===== src/line_pixel_rasterizer_top_macros.svh =====
// Assertion macros for the line pixel rasterizer.
`ifndef LINE_PIXEL_RASTERIZER_TOP_MACROS_SVH
`define LINE_PIXEL_RASTERIZER_TOP_MACROS_SVH

`ifndef SYNTHESIS

// Check a property on every clock edge outside reset.
`define LPR_ASSERT(label, prop) \
	label: assert property (@(posedge clk) disable iff (!arst_n) prop) \
		else $error("lpr: assertion failed");

// Check that a condition holds in the cycle after a trigger.
`define LPR_ASSERT_NEXT(label, trig, cond) \
	label: assert property (@(posedge clk) disable iff (!arst_n) (trig) |=> (cond)) \
		else $error("lpr: next-cycle assertion failed");

`else

`define LPR_ASSERT(label, prop)
`define LPR_ASSERT_NEXT(label, trig, cond)

`endif

`endif


===== src/lpr_pkg.sv =====
// Shared constants for the line pixel rasterizer.
`default_nettype none

package lpr_pkg;

	// Coordinate width of both axes.
	localparam int COORD_BITS = 6;
	// Width of the colour word.
	localparam int COLOUR_BITS = 32;
	// Signed error term: holds values in (-dmaj, 3*dmaj].
	localparam int ERR_W = COORD_BITS + 3;

endpackage

`default_nettype wire


===== src/lpr_if.sv =====
// Handshake interfaces for line commands and pixel beats.
`default_nettype none

interface lpr_cmd_if;
	import lpr_pkg::*;

	logic                   valid;
	logic                   ready;
	logic [COORD_BITS-1:0]  start_x;
	logic [COORD_BITS-1:0]  start_y;
	logic [COORD_BITS-1:0]  end_x;
	logic [COORD_BITS-1:0]  end_y;
	logic [COLOUR_BITS-1:0] colour;

	modport source (
		output valid, start_x, start_y, end_x, end_y, colour,
		input  ready
	);
	modport sink (
		input  valid, start_x, start_y, end_x, end_y, colour,
		output ready
	);
endinterface

interface lpr_pix_if;
	import lpr_pkg::*;

	logic                   valid;
	logic                   ready;
	logic [COORD_BITS-1:0]  pixel_x;
	logic [COORD_BITS-1:0]  pixel_y;
	logic [COLOUR_BITS-1:0] pixel_colour;
	logic                   last_pixel;

	modport source (
		output valid, pixel_x, pixel_y, pixel_colour, last_pixel,
		input  ready
	);
	modport sink (
		input  valid, pixel_x, pixel_y, pixel_colour, last_pixel,
		output ready
	);
endinterface

`default_nettype wire


===== src/line_pixel_rasterizer_top.sv =====
// Integer Bresenham line rasterizer: one line command in, a run of pixel beats out.
//
// A line command is taken when cmd.ready is high, which is only while the
// sequencer is idle. After the accepting cycle the block passes through the
// setup states ST_DELTA (axis swap for steep lines) and ST_ORDER (endpoint
// ordering and deltas), and then steps the shared error adder once per pixel
// along the major axis, emitting one pixel beat per cycle unless pix.ready
// stalls it. A command with major delta D gives D pixel beats, the last one
// flagged by last_pixel. cmd.ready stays low until the last beat is loaded,
// so a new command is taken only once the previous run is through; equal
// endpoints give no beats. The endpoint with the higher major coordinate
// is never emitted. The last pixel sits in an output register, so the next
// command can be accepted while it waits.
`default_nettype none
`include "line_pixel_rasterizer_top_macros.svh"

module line_pixel_rasterizer_top (
	input  wire logic  clk,
	input  wire logic  arst_n,
	lpr_cmd_if.sink    cmd,
	lpr_pix_if.source  pix
);
	import lpr_pkg::*;

	typedef enum logic [3:0] {
		ST_IDLE  = 4'b0001,
		ST_DELTA = 4'b0010,
		ST_ORDER = 4'b0100,
		ST_RUN   = 4'b1000
	} lpr_state_t;

	lpr_state_t state_q;

	// Command registers; endpoint slots hold raw, then major/minor values; bmaj_q then holds the ordered end.
	logic [COORD_BITS-1:0]  amaj_q, amin_q, bmaj_q, bmin_q;
	logic [COLOUR_BITS-1:0] colour_q;
	logic                   steep_q;

	// Stepping registers.
	logic [COORD_BITS-1:0]  pos_q, minor_q, dmaj_q, dmin_q;
	logic                   step_down_q;
	logic signed [ERR_W-1:0] err_q;

	// Output register.
	logic                   pix_valid_q;
	logic [COORD_BITS-1:0]  pix_x_q, pix_y_q;
	logic [COLOUR_BITS-1:0] pix_colour_q;
	logic                   pix_last_q;

	// Setup logic.
	logic [COORD_BITS-1:0]  adx, ady;
	logic                   steep;
	logic                   swap_ends;
	logic [COORD_BITS-1:0]  lo_maj, lo_min, hi_maj, hi_min;

	// Run logic.
	logic                    cmd_fire;
	logic                    out_free;
	logic                    out_load;
	logic [COORD_BITS-1:0]   pos_inc;
	logic                    at_last;
	logic signed [ERR_W-1:0] dmin2, dmaj2, dmaj_ext, err_add;
	logic                    minor_step;
	logic [COORD_BITS-1:0]   minor_next;

	assign cmd.ready = (state_q == ST_IDLE);
	assign cmd_fire  = cmd.valid && cmd.ready;

	// Absolute deltas of the raw endpoints; ties count as shallow.
	assign adx   = (bmaj_q > amaj_q) ? bmaj_q - amaj_q : amaj_q - bmaj_q;
	assign ady   = (bmin_q > amin_q) ? bmin_q - amin_q : amin_q - bmin_q;
	assign steep = ady > adx;

	// Order endpoints so the major coordinate rises.
	assign swap_ends = amaj_q > bmaj_q;
	assign lo_maj    = swap_ends ? bmaj_q : amaj_q;
	assign lo_min    = swap_ends ? bmin_q : amin_q;
	assign hi_maj    = swap_ends ? amaj_q : bmaj_q;
	assign hi_min    = swap_ends ? amin_q : bmin_q;

	// Shared error adder and compare.
	assign dmin2      = $signed({2'b00, dmin_q, 1'b0});
	assign dmaj2      = $signed({2'b00, dmaj_q, 1'b0});
	assign dmaj_ext   = $signed({3'b000, dmaj_q});
	assign err_add    = err_q + dmin2;
	assign minor_step = err_add > dmaj_ext;
	assign minor_next = step_down_q ? minor_q - 1'b1 : minor_q + 1'b1;

	assign pos_inc  = pos_q + 1'b1;
	assign at_last  = pos_inc == bmaj_q;
	assign out_free = !pix_valid_q || pix.ready;
	assign out_load = (state_q == ST_RUN) && out_free;

	// Sequencer.
	always_ff @(posedge clk or negedge arst_n) begin
		if (!arst_n) begin
			state_q <= ST_IDLE;
		end else begin
			unique case (state_q)
				ST_IDLE: begin
					if (cmd_fire) state_q <= ST_DELTA;
				end
				ST_DELTA: begin
					state_q <= ST_ORDER;
				end
				ST_ORDER: begin
					state_q <= (hi_maj == lo_maj) ? ST_IDLE : ST_RUN;
				end
				ST_RUN: begin
					if (out_load && at_last) state_q <= ST_IDLE;
				end
				default: begin
					state_q <= ST_IDLE;
				end
			endcase
		end
	end

	// Datapath: latch, swap axes, order ends, then step.
	always_ff @(posedge clk) begin
		unique case (state_q)
			ST_IDLE: begin
				if (cmd_fire) begin
					amaj_q   <= cmd.start_x;
					amin_q   <= cmd.start_y;
					bmaj_q   <= cmd.end_x;
					bmin_q   <= cmd.end_y;
					colour_q <= cmd.colour;
				end
			end
			ST_DELTA: begin
				steep_q <= steep;
				if (steep) begin
					amaj_q <= amin_q;
					amin_q <= amaj_q;
					bmaj_q <= bmin_q;
					bmin_q <= bmaj_q;
				end
			end
			ST_ORDER: begin
				bmaj_q      <= hi_maj;
				pos_q       <= lo_maj;
				minor_q     <= lo_min;
				dmaj_q      <= hi_maj - lo_maj;
				dmin_q      <= (hi_min > lo_min) ? hi_min - lo_min : lo_min - hi_min;
				step_down_q <= !(hi_min > lo_min);
				err_q       <= '0;
			end
			ST_RUN: begin
				if (out_load) begin
					pos_q <= pos_inc;
					if (minor_step) begin
						minor_q <= minor_next;
						err_q   <= err_add - dmaj2;
					end else begin
						err_q   <= err_add;
					end
				end
			end
			default: begin
			end
		endcase
	end

	// Output register: load a pixel when free, drop valid once taken.
	always_ff @(posedge clk or negedge arst_n) begin
		if (!arst_n) begin
			pix_valid_q <= 1'b0;
		end else if (out_load) begin
			pix_valid_q <= 1'b1;
		end else if (pix.ready) begin
			pix_valid_q <= 1'b0;
		end
	end

	always_ff @(posedge clk) begin
		if (out_load) begin
			pix_x_q      <= steep_q ? minor_q : pos_q;
			pix_y_q      <= steep_q ? pos_q : minor_q;
			pix_colour_q <= colour_q;
			pix_last_q   <= at_last;
		end
	end

	assign pix.valid        = pix_valid_q;
	assign pix.pixel_x      = pix_x_q;
	assign pix.pixel_y      = pix_y_q;
	assign pix.pixel_colour = pix_colour_q;
	assign pix.last_pixel   = pix_last_q;

	`LPR_ASSERT(a_run_pos_below_end, (state_q == ST_RUN) |-> (pos_q < bmaj_q))
	`LPR_ASSERT(a_run_err_bounded, (state_q == ST_RUN) |-> ((err_q <= dmaj_ext) && (err_q > -dmaj_ext)))
	`LPR_ASSERT_NEXT(a_last_ends_run, out_load && at_last, state_q == ST_IDLE)
	`LPR_ASSERT_NEXT(a_cmd_starts_setup, cmd_fire, state_q == ST_DELTA)

endmodule

`default_nettype wire

===== src/flat_wrapper.sv =====
// flat-port wrapper written by rule: the top's interface ports become plain ports
module line_pixel_rasterizer_top_flat import lpr_pkg::*;
  (clk, arst_n, cmd_valid, cmd_start_x, cmd_start_y, cmd_end_x, cmd_end_y, cmd_colour, cmd_ready, pix_valid, pix_pixel_x, pix_pixel_y, pix_pixel_colour, pix_last_pixel, pix_ready);
  lpr_cmd_if cmd_i ();
  lpr_pix_if pix_i ();
  input  wire logic clk;
  input  wire logic arst_n;
  input wire logic [$bits(cmd_i.valid)-1:0] cmd_valid;
  input wire logic [$bits(cmd_i.start_x)-1:0] cmd_start_x;
  input wire logic [$bits(cmd_i.start_y)-1:0] cmd_start_y;
  input wire logic [$bits(cmd_i.end_x)-1:0] cmd_end_x;
  input wire logic [$bits(cmd_i.end_y)-1:0] cmd_end_y;
  input wire logic [$bits(cmd_i.colour)-1:0] cmd_colour;
  output wire logic [$bits(cmd_i.ready)-1:0] cmd_ready;
  output wire logic [$bits(pix_i.valid)-1:0] pix_valid;
  output wire logic [$bits(pix_i.pixel_x)-1:0] pix_pixel_x;
  output wire logic [$bits(pix_i.pixel_y)-1:0] pix_pixel_y;
  output wire logic [$bits(pix_i.pixel_colour)-1:0] pix_pixel_colour;
  output wire logic [$bits(pix_i.last_pixel)-1:0] pix_last_pixel;
  input wire logic [$bits(pix_i.ready)-1:0] pix_ready;
  assign cmd_i.valid = cmd_valid;
  assign cmd_i.start_x = cmd_start_x;
  assign cmd_i.start_y = cmd_start_y;
  assign cmd_i.end_x = cmd_end_x;
  assign cmd_i.end_y = cmd_end_y;
  assign cmd_i.colour = cmd_colour;
  assign cmd_ready = cmd_i.ready;
  assign pix_valid = pix_i.valid;
  assign pix_pixel_x = pix_i.pixel_x;
  assign pix_pixel_y = pix_i.pixel_y;
  assign pix_pixel_colour = pix_i.pixel_colour;
  assign pix_last_pixel = pix_i.last_pixel;
  assign pix_i.ready = pix_ready;
  line_pixel_rasterizer_top u_core (.clk(clk), .arst_n(arst_n), .cmd(cmd_i), .pix(pix_i));
endmodule

===== config.mk =====
export PLATFORM = sky130hd
export DESIGN_NAME = line_pixel_rasterizer_top_flat
export DESIGN_NICKNAME = d
export VERILOG_FILES = /design/src/lpr_pkg.sv /design/src/lpr_if.sv /design/src/line_pixel_rasterizer_top.sv /design/src/flat_wrapper.sv
export VERILOG_INCLUDE_DIRS = /design/src /design/src/src
export SDC_FILE = /design/constraint.sdc
export NUM_CORES = 1
export LEC_CHECK = 0
export BUFFER_PORTS_ARGS = -buffer_cell sky130_fd_sc_hd__buf_2
export CAP_MARGIN = 20
export CORE_AREA = 5 5 171 173
export CTS_CLUSTER_DIAMETER = 80
export CTS_CLUSTER_SIZE = 25
export DETAILED_ROUTE_END_ITERATION = 12
export DIE_AREA = 0 0 176 178
export GPL_TIMING_DRIVEN = 1
export PLACE_DENSITY = 0.56
export SYNTH_ARGS = -nofsm -noshare
export SYNTH_HDL_FRONTEND = slang
export SYNTH_SLANG_ARGS = --single-unit

===== constraint.sdc =====
create_clock -name clk -period 5.18 [get_ports clk]
set_input_delay 1.036 -clock clk [delete_from_list [all_inputs] [get_ports clk]]
set_output_delay 1.036 -clock clk [all_outputs]
set_load 0.02 [all_outputs]

==> key figures, run 1 <==
STA
  – Final worst-path cycle share: 0.8886
  – Final WS setup: between 500 and 600 ps
  – Clock skew: 17.65 ps
  – Fin crit period: 4603 ps
  – Slew @ Worst Pin: 915.6 ps
  – Hold Violations, Final: 0
  – Fmax: 217.2 MHz
  – Relative slew slack: 0.3841
  – RSZ-0062 raised after global routing: false
  – Setup TNS: 0 ps
  – Final count of negative-setup-slack endpoints: 0
  – Pins Over Slew Limit: 0

Status
  – Status: finished, final reports clean

Clock network
  – Clk_lat worst skew: 430 ps
  – Clk slew on worst S/H paths: 70 ps
  – H-tree depth: 4
  – Clk buf depth: 2
  – Cts bufs inserted: 17
  – Hold Buf Count CTS: 0
  – Clock Sink Count: 140
  – Post-CTS Setup Inserts: 0
  – Clk root buf: clkbuf_16
  – CTS resizes: 0
  – CTS tree: yes

Layout
  – Fin cells: between 1000 and 1500
  – # diodes: 0
  – Layout Nets: 929
  – Layout area overhead: 18.83%
  – Share of layout cells above drive strength 1: 0.2533

Yosys
  – Top FF cell, synth: edfxtp_1
  – Seq cells post-synth: 140
  – Post-synthesis sequential area ratio: 0.5153
  – Synth top area share: 0.4997
  – FFs w/ async S/R, synth: 0.03571
  – Post-synth EDFFs: about 140
  – Most frequent cell after synthesis: edfxtp_1
  – Area leader, netlist: edfxtp_1
  – Largest cells by area after synthesis: edfxtp_1, ha_1, mux2_2
  – Top post-synthesis cells by count: edfxtp_1, inv_1, ha_1
  – Post-Syn Area: 8113 sq um
  – Post-synth net total: a little over 800
  – Synth warn: 0
  – Post-Syn Instances: 694
  – Distinct cells, synth: 74
  – Syn_area_per_cell: about 12 sq um

Critical path
  – WP data arrival: approximately 4700 ps
  – Crit path kind: reg -> reg
  – Crit path required time: 5280 ps
  – R2r setup slk: about 580 ps
  – Setup crit end kind: register
  – Critical Path Fanout Max: 9
  – Worst Setup Start Kind: register

Pwr
  – Pwr Total: 6.757 mW
  – Worst VDD drop: 0.0002805 V
  – Pwr Density: 700.9 nW/um^2
  – Lkg Pwr: 3.824 nW

Routing
  – Via count: 5865
  – Initial DRC count: 490
  – DRT Pass-1 Iters: 6
  – ANT nets after route: 0
  – Routed WL: 21990 um
  – Avg WL per Cell: ~19 um
  – DRC errors left: 0
  – Vias per Instance: 5.026

Global routing
  – GRT Total Usage: 0.1382
  – Vias in the first global route: between 5000 and 6000
  – Initial antenna violation count: 0
  – Global route total overflow: 0
  – Pin count of the biggest net entering global routing: 33
  – Global-route wire length before repair: 33490 um

Floorplan
  – Top-Level Pins: 107
  – Die area: 31330 sq um
  – Initial Util: 0.2953
  – Die Y: 178 um
  – FP Rows: just over 60
  – Core Area: roughly 27000 sq um
  – Die Width: around 180 um

Place
  – GPL Wtd Cong: approximately 0.9
  – Final HPWL DP: about 17000 um
  – Port-buffer cells: 106
  – Cells after DPL: 1135
  – Place WS: 619.7 ps

Hold path
  – Tightest Hold Check Type: reg -> reg

Run
  – Max-cap violations: 0
-- through the flow --
stage / cell area, sq um / hold WS (ps) / utilization
after global placement: 9066 / 400.8 / 0.3300
after floorplan: 8113 / 400.3 / -
after CTS: 9641 / 415.5 / 0.3509
after detailed placement: 9066 / 404.5 / 0.3300
after global routing: 9641 / 421.5 / 0.3509
final: 9641 / 416.4 / 0.3509
-- kinds of logic after synthesis --
| group | after synthesis | synth area share |
|---|---|---|
| muxes | 41 | 0.05552 |
| buffers and inverters | 87 | 0.04534 |
| AOI/OAI and AO/OA | 176 | 0.1495 |
| adders and majority gates | 61 | 0.1006 |
| DFF | 140 | 0.5153 |
| xor gates and xnor gates | 34 | 0.03671 |
| and+or+nand+nor | 155 | 0.09716 |
-- worst max-delay path, stage by stage (launching register included) --
cell      delay (ps)
edfxtp_1         480
inv_1             90
ha_1             140
inv_1             60
fa_1             420
a21oi_1          140
o21ai_0          130
a211oi_2         550
nor2_1           220
mux2_2           330
ha_1             300
nor2b_1          140
o21a_1           160
o21a_1           160
o21a_1           160
o21a_1           160
o22ai_1          320
a21oi_1          310
-- path summary, 6_finish.rpt --
path	to	cells after the start	from
worst min register to register	u_core.pix.pixel_colour[19]	0	u_core.colour_q[19]
max in group asynchronous	u_core.state_q[0]	1	arst_n
worst max register to register	u_core.bmaj_q[1]	17	u_core.bmin_q[0]
min in group asynchronous	u_core.state_q[1]	1	arst_n
worst max-delay path	u_core.bmaj_q[1]	17	u_core.bmin_q[0]
worst min-delay path	u_core.pix.pixel_colour[19]	0	u_core.colour_q[19]
-- metal layers --
metal	part of all wire	vias to the layer above	GRT usage
met3	0.061	20	0.03497
met1	0.46	2848	0.1975
met2	0.46	178	0.2092
li1	-	2819	-
met5	0	-	0
met4	0.017	0	0.03736
-- where the power goes --
group	leakage, nW	switching, mW	internal, mW
Combinational	2.24	2.24	1.48
Clock	0.282	0.548	0.640
Sequential	1.30	0.213	1.63
Total	3.82	3.00	3.76
-- cell usage in the layout, fill, tap and decap left out, types with 5 or more instances in the layout --
cell,synthesis,final
o21a_1,9,9
nor3_1,9,9
nand3_1,16,16
nand4_1,5,5
a31oi_1,7,7
nor2b_1,5,5
o211ai_1,5,5
buf_2,5,106
edfxtp_1,135,135
o22ai_1,6,6
a21o_1,10,10
a21oi_1,37,37
nand2_1,51,51
inv_8,0,6
o21bai_1,5,5
a211oi_1,11,11
ha_1,54,54
inv_1,61,61
clkbuf_16,0,17
mux2i_1,9,9
xor2_1,11,11
buf_4,1,15
a21boi_0,5,5
fa_1,7,7
nor2_1,33,31
xnor2_1,23,23
mux2_2,32,32
and2_1,5,5
o21ai_0,37,36
-- final cells by class --
type                       instances  area [sq um]
clock buffer                      17         425.4
clock inverter                    15         148.9
fill                            2728         17840
inverter                          61         229.0
multi-input combinational        467          3581
sequential                       140          4180
tap                              346         432.9
timing repair buffer             121         643.1
No activity file was read; power rests on OpenSTA's default activity.
==> run 2, diff against run 1 <==
- RECOVER_POWER: default -> 100
==> run 2 against run 1 <==
The run now ends with max-capacitance violations, max-slew violations left. Fmax shrank 4.7%. Sequential power is essentially flat. Combinational power decreased by 3%. Power decreased by 1.7%. Utilization decreased by 0.50 points. Clock skew is 7.8 ps lower. Via count hardly changed. Critical endpoint is now u_core.dmin_q[2]. Wire length down 0.66%. Largest cell class unchanged. Global-route usage did not move. Register-to-register slack worse by 230 ps.
==> key figures, run 2 (synthesis results as in run 1) <==
STA
  – Setup TNS: 0 ps
  – Fmax: 207.1 MHz
  – Pins Over Slew Limit: 65
  – Final worst-path cycle share: 0.9322
  – Hold Violations, Final: 0
  – Clock skew: 9.850 ps
  – RSZ-0062 raised after global routing: false
  – Fin crit period: 4829 ps
  – Slew @ Worst Pin: 1804 ps
  – Final count of negative-setup-slack endpoints: 0
  – Relative slew slack: -0.2025

Critical path
  – Worst Setup Start Kind: register
  – Critical Path Fanout Max: 10
  – FF-to-FF path depth: 14
  – Crit path required time: 5340 ps
  – WP data arrival: 4990 ps
  – Setup crit end kind: register
  – Crit path kind: reg -> reg

Global routing
  – GRT Total Usage: 0.1382
  – Initial antenna violation count: 0
  – Pin count of the biggest net entering global routing: 33
  – Vias in the first global route: 5704
  – Global route total overflow: 0
  – Global-route wire length before repair: 33490 um

Clock network
  – CTS tree: yes
  – Hold Buf Count CTS: 0
  – Clock Sink Count: 140
  – Clk root buf: clkbuf_16
  – H-tree depth: 4
  – Post-CTS Setup Inserts: 0
  – Clk buf depth: 2
  – Clk slew on worst S/H paths: 70 ps
  – Cts bufs inserted: 17
  – Clk_lat worst skew: between 400 and 500 ps
  – CTS resizes: 0

Floorplan
  – Die Width: 176 um
  – Die Y: between 150 and 200 um
  – FP Rows: 61
  – Initial Util: 0.2953
  – Die area: roughly 31000 sq um
  – Core Area: 27480 sq um
  – Top-Level Pins: 107

Status
  – Status: finished, violations left
  – Violated checks: max-capacitance violations, max-slew violations

Layout
  – # diodes: 0
  – Layout Nets: 929
  – Layout filler cell count: 2758
  – Fin cells: approximately 1200
  – Commonest non-fill, non-tap cell in the layout: edfxtp_1
  – Share of layout cells above drive strength 1: 0.1717
  – Layout area overhead: 17.13%
  – Most frequent cells in the layout: edfxtp_1, inv_1, buf_2

Routing
  – Vias per Instance: 5.022
  – DRT Pass-1 Iters: 6
  – Via count: 5861
  – Routed WL: 21840 um
  – DRC errors left: 0
  – ANT nets after route: 0
  – Avg WL per Cell: 18.72 um
  – Initial DRC count: 494

Run
  – Max-cap violations: 2

Pwr
  – Switching share of total power: 0.4451
  – Lkg Pwr: 3.644 nW
  – Sequential share of power: 0.278
  – Pwr Density: ~700 nW/um^2
  – Worst VDD drop: around 0.00027 V
  – Net Sw Power: roughly 3.0 mW
  – Internal Power: 3.686 mW
  – Clock power share: 0.179
  – Combinational Power Share: 0.544

Place
  – GPL Wtd Cong: about 0.90
  – Final HPWL DP: about 17000 um
  – Port-buffer cells: 106
  – Cells after DPL: 1135

Hold path
  – Hold path depth: 0
  – Tightest Hold Check Type: reg -> reg
==> run 2: area by class of cell <==
cell class	instances	area, sq um	area share
Tap cell	346	432.9	0.04556
Timing Repair Buffer	121	549.3	0.05780
Sequential cell	140	4180	0.4399
Multi-Input combinational cell	467	3537	0.3722
Clock inverter	15	148.9	0.01567
Inverter	61	229.0	0.02409
Clock buffer	17	425.4	0.04477
==> run 2: worst max-delay path: stages (launching register included) <==
cell and delay [ps]:
edfxtp_1 510, inv_1 130, ha_1 560, o21ai_0 210
o21ai_0 420, nand3_1 140, buf_4 180, o21a_1 190
ha_1 220, a41oi_2 240, a21boi_1 120, o41ai_1 820
clkbuf_1 380, mux2i_1 300, xnor2_1 130
==> run 2: power by group through the flow <==
stage          Sequential [mW]  Clock (mW)  Combinational, mW
6_report                  1.84        1.19               3.61
4_1_cts                   1.84        1.21               3.69
2_1_floorplan             1.78           0               2.67
3_5_place_dp              1.86           0               3.67
5_1_grt                   1.87        1.26               4.00
3_3_place_gp              1.85           0               3.68
==> run 2: routing by layer <==
layer,up-vias,wire [um],global-route usage
met5,-,0,0
met4,0,416,0.03736
met3,22,1439,0.03497
met2,191,9929,0.2092
met1,2828,10060,0.1975
li1,2820,-,-
==> run 2: final timing paths <==
check | start | endpoint | slack, ps
min in group asynchronous | arst_n | u_core.state_q[1] | 480
max reg2reg | u_core.bmaj_q[3] | u_core.dmin_q[2] | 350
max | u_core.bmaj_q[3] | u_core.dmin_q[2] | 350
min reg2reg | u_core.colour_q[19] | u_core.pix.pixel_colour[19] | 420
max in group asynchronous | arst_n | u_core.state_q[0] | 4400
min | u_core.colour_q[19] | u_core.pix.pixel_colour[19] | 420
==> run 2: stage by stage <==
step	util	power, mW	setup slack [ps]	hold slack, ps	area (sq um)
global route	0.3459	7.127	135.2	424.7	9503
finish	0.3459	6.643	351.2	415.2	9503
CTS	0.3509	6.736	625.5	415.5	9641
detailed placement	0.3300	5.533	619.7	404.5	9066
global placement	0.3300	5.531	704.5	400.8	9066
floorplan	-	4.451	790.3	400.3	8113
